--- config.mk ---
export PLATFORM = sky130hd
export DESIGN_NAME = lbci_mac
export DESIGN_NICKNAME = d
export VERILOG_FILES = /design/src/sv/lbci_pkg.sv /design/src/sv/lbci_mac.sv
export SDC_FILE = /design/constraint.sdc
export NUM_CORES = 2
export LEC_CHECK = 0
export BUFFER_PORTS_ARGS = -buffer_cell sky130_fd_sc_hd__buf_2
export CAP_MARGIN = 10
export CORE_AREA = 8 8 322 324
export CTS_CLUSTER_SIZE = 14
export DETAILED_ROUTE_END_ITERATION = 10
export DIE_AREA = 0 0 330 332
export PLACE_DENSITY_LB_ADDON = 0.12
export SYNTH_ARGS = -nofsm -noshare
export SYNTH_HDL_FRONTEND = slang
export SYNTH_SLANG_ARGS = --single-unit
--- constraint.sdc ---
create_clock -name clk -period 12.15 [get_ports clk]
set_clock_uncertainty 0.2 [all_clocks]
set_input_delay 2.43 -clock clk [delete_from_list [all_inputs] [get_ports clk]]
set_output_delay 2.43 -clock clk [all_outputs]
set_load 0.005 [all_outputs]
--- src/sv/lbci_pkg.sv ---
// Package for the lattice-ladder biquad cascade.
// Holds shared constants and fixed-point helpers; no dependencies.
package lbci_pkg;

  localparam int MAX_SECTIONS_DEF = 8;
  // The blend divides by CHUNK_DEF with a shift, so it must stay a power of two.
  localparam int CHUNK_DEF        = 64;
  localparam int NCOEF_PER_SEC    = 5;

  localparam logic [1:0] FUNC_SAMPLE = 2'd0;
  localparam logic [1:0] FUNC_WRITE  = 2'd1;
  localparam logic [1:0] FUNC_COMMIT = 2'd2;
  localparam logic [1:0] FUNC_UNUSED = 2'd3;

  localparam logic [2:0] SEL_K0 = 3'd0;
  localparam logic [2:0] SEL_K1 = 3'd1;
  localparam logic [2:0] SEL_V0 = 3'd2;
  localparam logic [2:0] SEL_V1 = 3'd3;
  localparam logic [2:0] SEL_V2 = 3'd4;

  localparam logic [3:0] SECTIONS_RESET = 4'd2;

  localparam logic signed [39:0] S40_MAX = 40'sh7F_FFFF_FFFF;
  localparam logic signed [39:0] S40_MIN = -40'sh80_0000_0000;

  // Saturate a wide sum to 40 bits.
  function automatic logic signed [39:0] sat40(input logic signed [45:0] x);
    logic signed [39:0] r;
    if (x > 46'(S40_MAX)) r = S40_MAX;
    else if (x < 46'(S40_MIN)) r = S40_MIN;
    else r = x[39:0];
    return r;
  endfunction

  // Saturate a 40-bit value to a 24-bit sample.
  function automatic logic signed [23:0] sat24(input logic signed [39:0] x);
    logic signed [23:0] r;
    if (x > 40'sd8388607) r = 24'sh7FFFFF;
    else if (x < -40'sd8388608) r = 24'sh800000;
    else r = x[23:0];
    return r;
  endfunction

endpackage

--- src/sv/lbci_mac.sv ---
// Coefficient-times-state multiplier with round to nearest; the result is
// ready in the cycle after the operands. Uses lbci_pkg. The 32x40 product is
// split into two 32x20 partials.
module lbci_mac
  import lbci_pkg::*;
(
  input  logic               clk,
  input  logic signed [31:0] c,
  input  logic signed [39:0] x,
  output logic signed [43:0] p
);
  logic signed [51:0] ph_r;
  logic signed [52:0] pl_r;
  logic signed [72:0] full;

  // High partial uses the signed upper 20 bits, low partial the unsigned lower 20.
  always_ff @(posedge clk) begin
    ph_r <= 52'(c * $signed(x[39:20]));
    pl_r <= 53'(c * $signed({1'b0, x[19:0]}));
  end

  assign full = (73'(ph_r) <<< 20) + 73'(pl_r) + 73'(1 <<< 27);
  assign p = full[71:28];
endmodule
Yosys cells after proc, flatten, opt, wreduce, memory -nomap -nowiden
Index checks and enable logic that the tools add are counted.
Storage, ports and cells
  bits in registers: 105
  bits of input ports: 73
  output and inout port bits: 44
  word-level logic and storage cells: 6
Operators by class
  add/sub/neg operators: 2
  multipliers: 2
Operators by type and width (count)
  $add A72 B29 Y72 const B: 1
  $add A72 B53 Y72: 1
  $mul A32 B21 Y53: 1
  $mul A32 B20 Y52: 1

Longest topological paths before layout
  depth in word-level cells: 2
  depth in mapped cells: 28
  depth with buffers taken out: 27

Least setup slack after synthesis
No wires, ideal clock.
  kind: input-to-reg
  start point: input c[31]
  end point: register pl_r[52]
  library setup time: 0.072 ns
  arrival: 8.968 ns
  required time: 11.878 ns
  setup slack: 2.909 ns
  cell stages on the path: 22
  path buffers: 1
  path through: clkbuf_1 > nand2_1 > fa_1 > inv_1 > fa_1 > fa_1 > fa_1 > inv_1 > fa_1 > fa_1 > inv_1 > fa_1 > ha_1 > a2111oi_0 > inv_1 > o22ai_1 > a41oi_1 > nor2_1 > a31oi_1 > a311o_1 > a31oi_1 > xnor2_1
On the way
  longest elaborated chain between the ends: 1
Ends and longest elaborated chain
  from (decl): line lbci_mac.sv:8  | input logic signed [31:0] c,
  $mul A32 B21 Y53: line lbci_mac.sv:19  | pl_r <= 53'(c * $signed({1'b0, x[19:0]}));
  to (signal assigned): line lbci_mac.sv:19
  to (decl): line lbci_mac.sv:13  | logic signed [52:0] pl_r;
No other way between the ends.

Worst setup path in the final report
  start point: input c[18]
  end point: register ph_r[48]
On the way
  longest elaborated chain between the ends: 1
Ends and longest elaborated chain
  $mul A32 B20 Y52: line lbci_mac.sv:18  | ph_r <= 52'(c * $signed(x[39:20]));
  to (signal assigned): line lbci_mac.sv:18
  to (decl): line lbci_mac.sv:12  | logic signed [51:0] ph_r;
No other way between the ends.

==> run_results.csv <==
group,metric,value,unit
grt,track_usage,25.1,%
setup_path,critPathCaptureType,"flop",
yosys,synth_area,48700,µm²
yosys,yosys.cell_count.top_type,"inv_1",
setup_path,critPathKind,"in2reg",
grt,grtUsageMet1,31.9,%
yosys,synth_common_cells,"1336 x inv_1, 1270 x fa_1, 681 x and2_1, 618 x nand2_1, 362 x ha_1",
route,routed_wl,130000,µm
yosys,synth-simple-area-share,15.8,%
setup_path,crit_path_max_fanout,21,
sta,tns,0,ns
setup_path,critPathArrivalTime,10.30,ns
setup_path,crit_path_cell_trace,"buf_2 > buf_4 > nand2_1 > fa_1 > fa_1 > fa_1 > inv_1 > fa_1 > fa_1 > fa_1 > inv_1 > fa_1 > inv_1 > ha_1 > nand4_1 > nor3_1 > nand3_1 > a211oi_1 > o21ai_2 > o22ai_1 > o21ai_1 > o21ba_2 > o31ai_1 > xor2_1",
yosys,synth-xor-area-share,2.37,%
die,die_area,110000,µm²
grt,grt_first_pass_wirelength,213000,µm
sta,slew_headroom,32.7,%
yosys,syn_nets,6997,
cells_and_area,drive_gt1_share,3.67,%
yosys,ys_top_cells_by_area,"fa_1 52%, inv_1 10%, ha_1 9.3%, and2_1 8.7%, nand2_1 4.8%",
clock_network,cts-resized-gates,0,
route,vias_per_cell,5.21,
yosys,yosys.area.top_type,"fa_1",
yosys,yosys_warnings,0,
cells_and_area,num-nets-final,6909,
setup_path,required,12.27,ns
die,row_count,116,
clock_network,clock-root-buffer,"clkbuf_16",
clock_network,cts_buffers,9,
clock_network,cts.sinks,85,
setup_path,cp-start-kind,"primary input",
clock_network,cts_tree,"yes",
clock_network,ctsHtreeMaxLevel,3,
route,vias,33900,
grt,antenna_found_initial,8,
die,num_io_pins,117,
placed_design,place_ws,1.76,ns
yosys,synth_top_family_by_area,"adder cells",
yosys,syn_avg_cell_area,9.21,µm²
route,dr.first_iter.drc_count,1633,
sta,clock.fmax,0.0982,GHz
route,drcViolationCount,0,
grt,grt_pass1_vias,38300,
sta,period_needed,10.18,ns
sta,finalMaxSlewViolations,0,
die,core_area,99000,µm²
sta,period_share,83.8,%
grt,grt_use_met2,44.1,%
yosys,synth_edf_count,0,
yosys,async_reset_ff_share,0,%
route,routedWlPerCell,20.0,µm
yosys,synth.distinct_cells,69,
yosys,syn_inst,5292,
cells_and_area,syn2layout_area_growth,3.81,%
yosys,synth_ff_type,"dfxtp_1",
grt,grt_overflow,0,
setup_path,slowest_stage,"a211oi_1",
sta,hold_viol_final,0,
worst_hold_path,worstHoldPathType,"in2reg",
route,firstDrtPassIters,5,
clock_network,hold_buffers,0,
die,die_x,330,µm
grt,met3_usage,3.42,%
route,postRouteAntennaNets,0,
placed_design,hpwl,105000,µm
yosys,synth-compound-area-share,4.53,%
setup_path,crit_top_cell,"fa_1",
die,start_util,49.2,%
placed_design,gp_congestion,0.856,
yosys,ys_ff_latch,85,
cells_and_area,fillers,9469,
grt,busiest_layer,"met2",
yosys,synth_adder_area_share,61.5,%
yosys,yosysTopAreaCellShare,52.2,%
placed_design,numPortBuffers,116,
job,maxCapViolCount,0,
sta,finalSetupViolations,0,
yosys,synthMuxAreaShare,0,%
setup_path,slowest_delay,0.62,ns
clock_network,post_cts.repair.setup_buffers,0,
yosys,yosysSeqAreaShare,3.49,%
grt,grt_max_degree,41,
sta,layout_setup_ws,1.97,ns
clock_network,path_clk_slew,0.07,ns
sta,holdWs,2.47,ns
outcome,run_status,"finished clean",
clock_network,clock_tree.buffer_depth,2,
die,die_h,332,µm
sta,rsz0062_at_grt,"false",
sta,worstMarginPinSlew,1.01,ns
## worst paths after layout
kind | endpoint | cells after the start | slack, ns | startpoint
worst max-delay path | ph_r[48] | 24 | 1.97 | c[18]
worst min-delay path | ph_r[0] | 2 | 2.47 | x[20]
## final cells by class
type,instances,area (µm²),area share (%)
multi-input cells,3615,41000,81.1
flip-flops and latches,85,1700,3.36
repair buffers,156,881,1.74
clock buffers,10,229,0.453
well taps,1298,1620,3.21
diodes,5,12.5,0.0247
clock inverters,6,70.1,0.139
inverters,1337,5020,9.92
## cells by family (layout without fill, tap and decap cells)
family | after synthesis | in the layout
buffers and inverters | 1592 | 1509
adder cells (fa/ha/maj) | 1632 | 1632
flip-flops | 85 | 85
other | 0 | 5
AND/OR/NAND/NOR | 1520 | 1520
XOR/XNOR | 132 | 132
AO/OA/AOI/OAI | 331 | 331
## flip-flops by register name, indices dropped and copies added, names as in the netlist
signal  count
ph_r       52
pl_r       33
## cells in the final DEF (no fill, tap or decap), types with 5 or more instances in the layout
cell       instances
a21oi_1          100
xor2_1            38
o211ai_1           5
diode_2            5
a21o_1            71
clkbuf_16          9
and4_1             5
nor2_1            80
buf_4             40
xnor2_1           94
o31a_1             5
nand4_1           21
a211oi_1           9
nor2b_1           22
and3_1             6
and2_1           681
o21bai_1          12
o21a_1            22
dfxtp_1           85
ha_1             362
inv_1           1336
nor3_1            24
buf_2            116
nand2_1          618
nand2b_1          20
fa_1            1270
o21ai_1            5
o21ai_0           42
a31oi_1            9
nand3_1           28
## critical path: cells and delay by family
kind                     cells  cell delay, ns
AO/OA/AOI/OAI                6            1.94
XOR/XNOR                     1            0.17
adder cells (fa/ha/maj)      8            3.93
AND/OR/NAND/NOR              4            0.63
buffers and inverters        5            1.15
## metrics by stage
stage / util (%) / instances / area [µm²]
finish: 51.1 / 6512 / 50600
floorplan: - / 5292 / 48700
CTS: 51.1 / 6507 / 50600
detailed placement: 50.8 / 6491 / 50300
global placement: 50.8 / 6491 / 50300
global route: 51.1 / 6508 / 50600
## layer usage
| metal | wire length [µm] | up-vias |
|---|---|---|
| li1 | - | 15100 |
| met1 | 52900 | 17900 |
| met2 | 65700 | 761 |
| met3 | 6410 | 202 |
| met4 | 4960 | 6 |
| met5 | 39 | - |
Power is not shown: default switching activity piles up to over one toggle a cycle in this logic, so the estimate is an artifact.
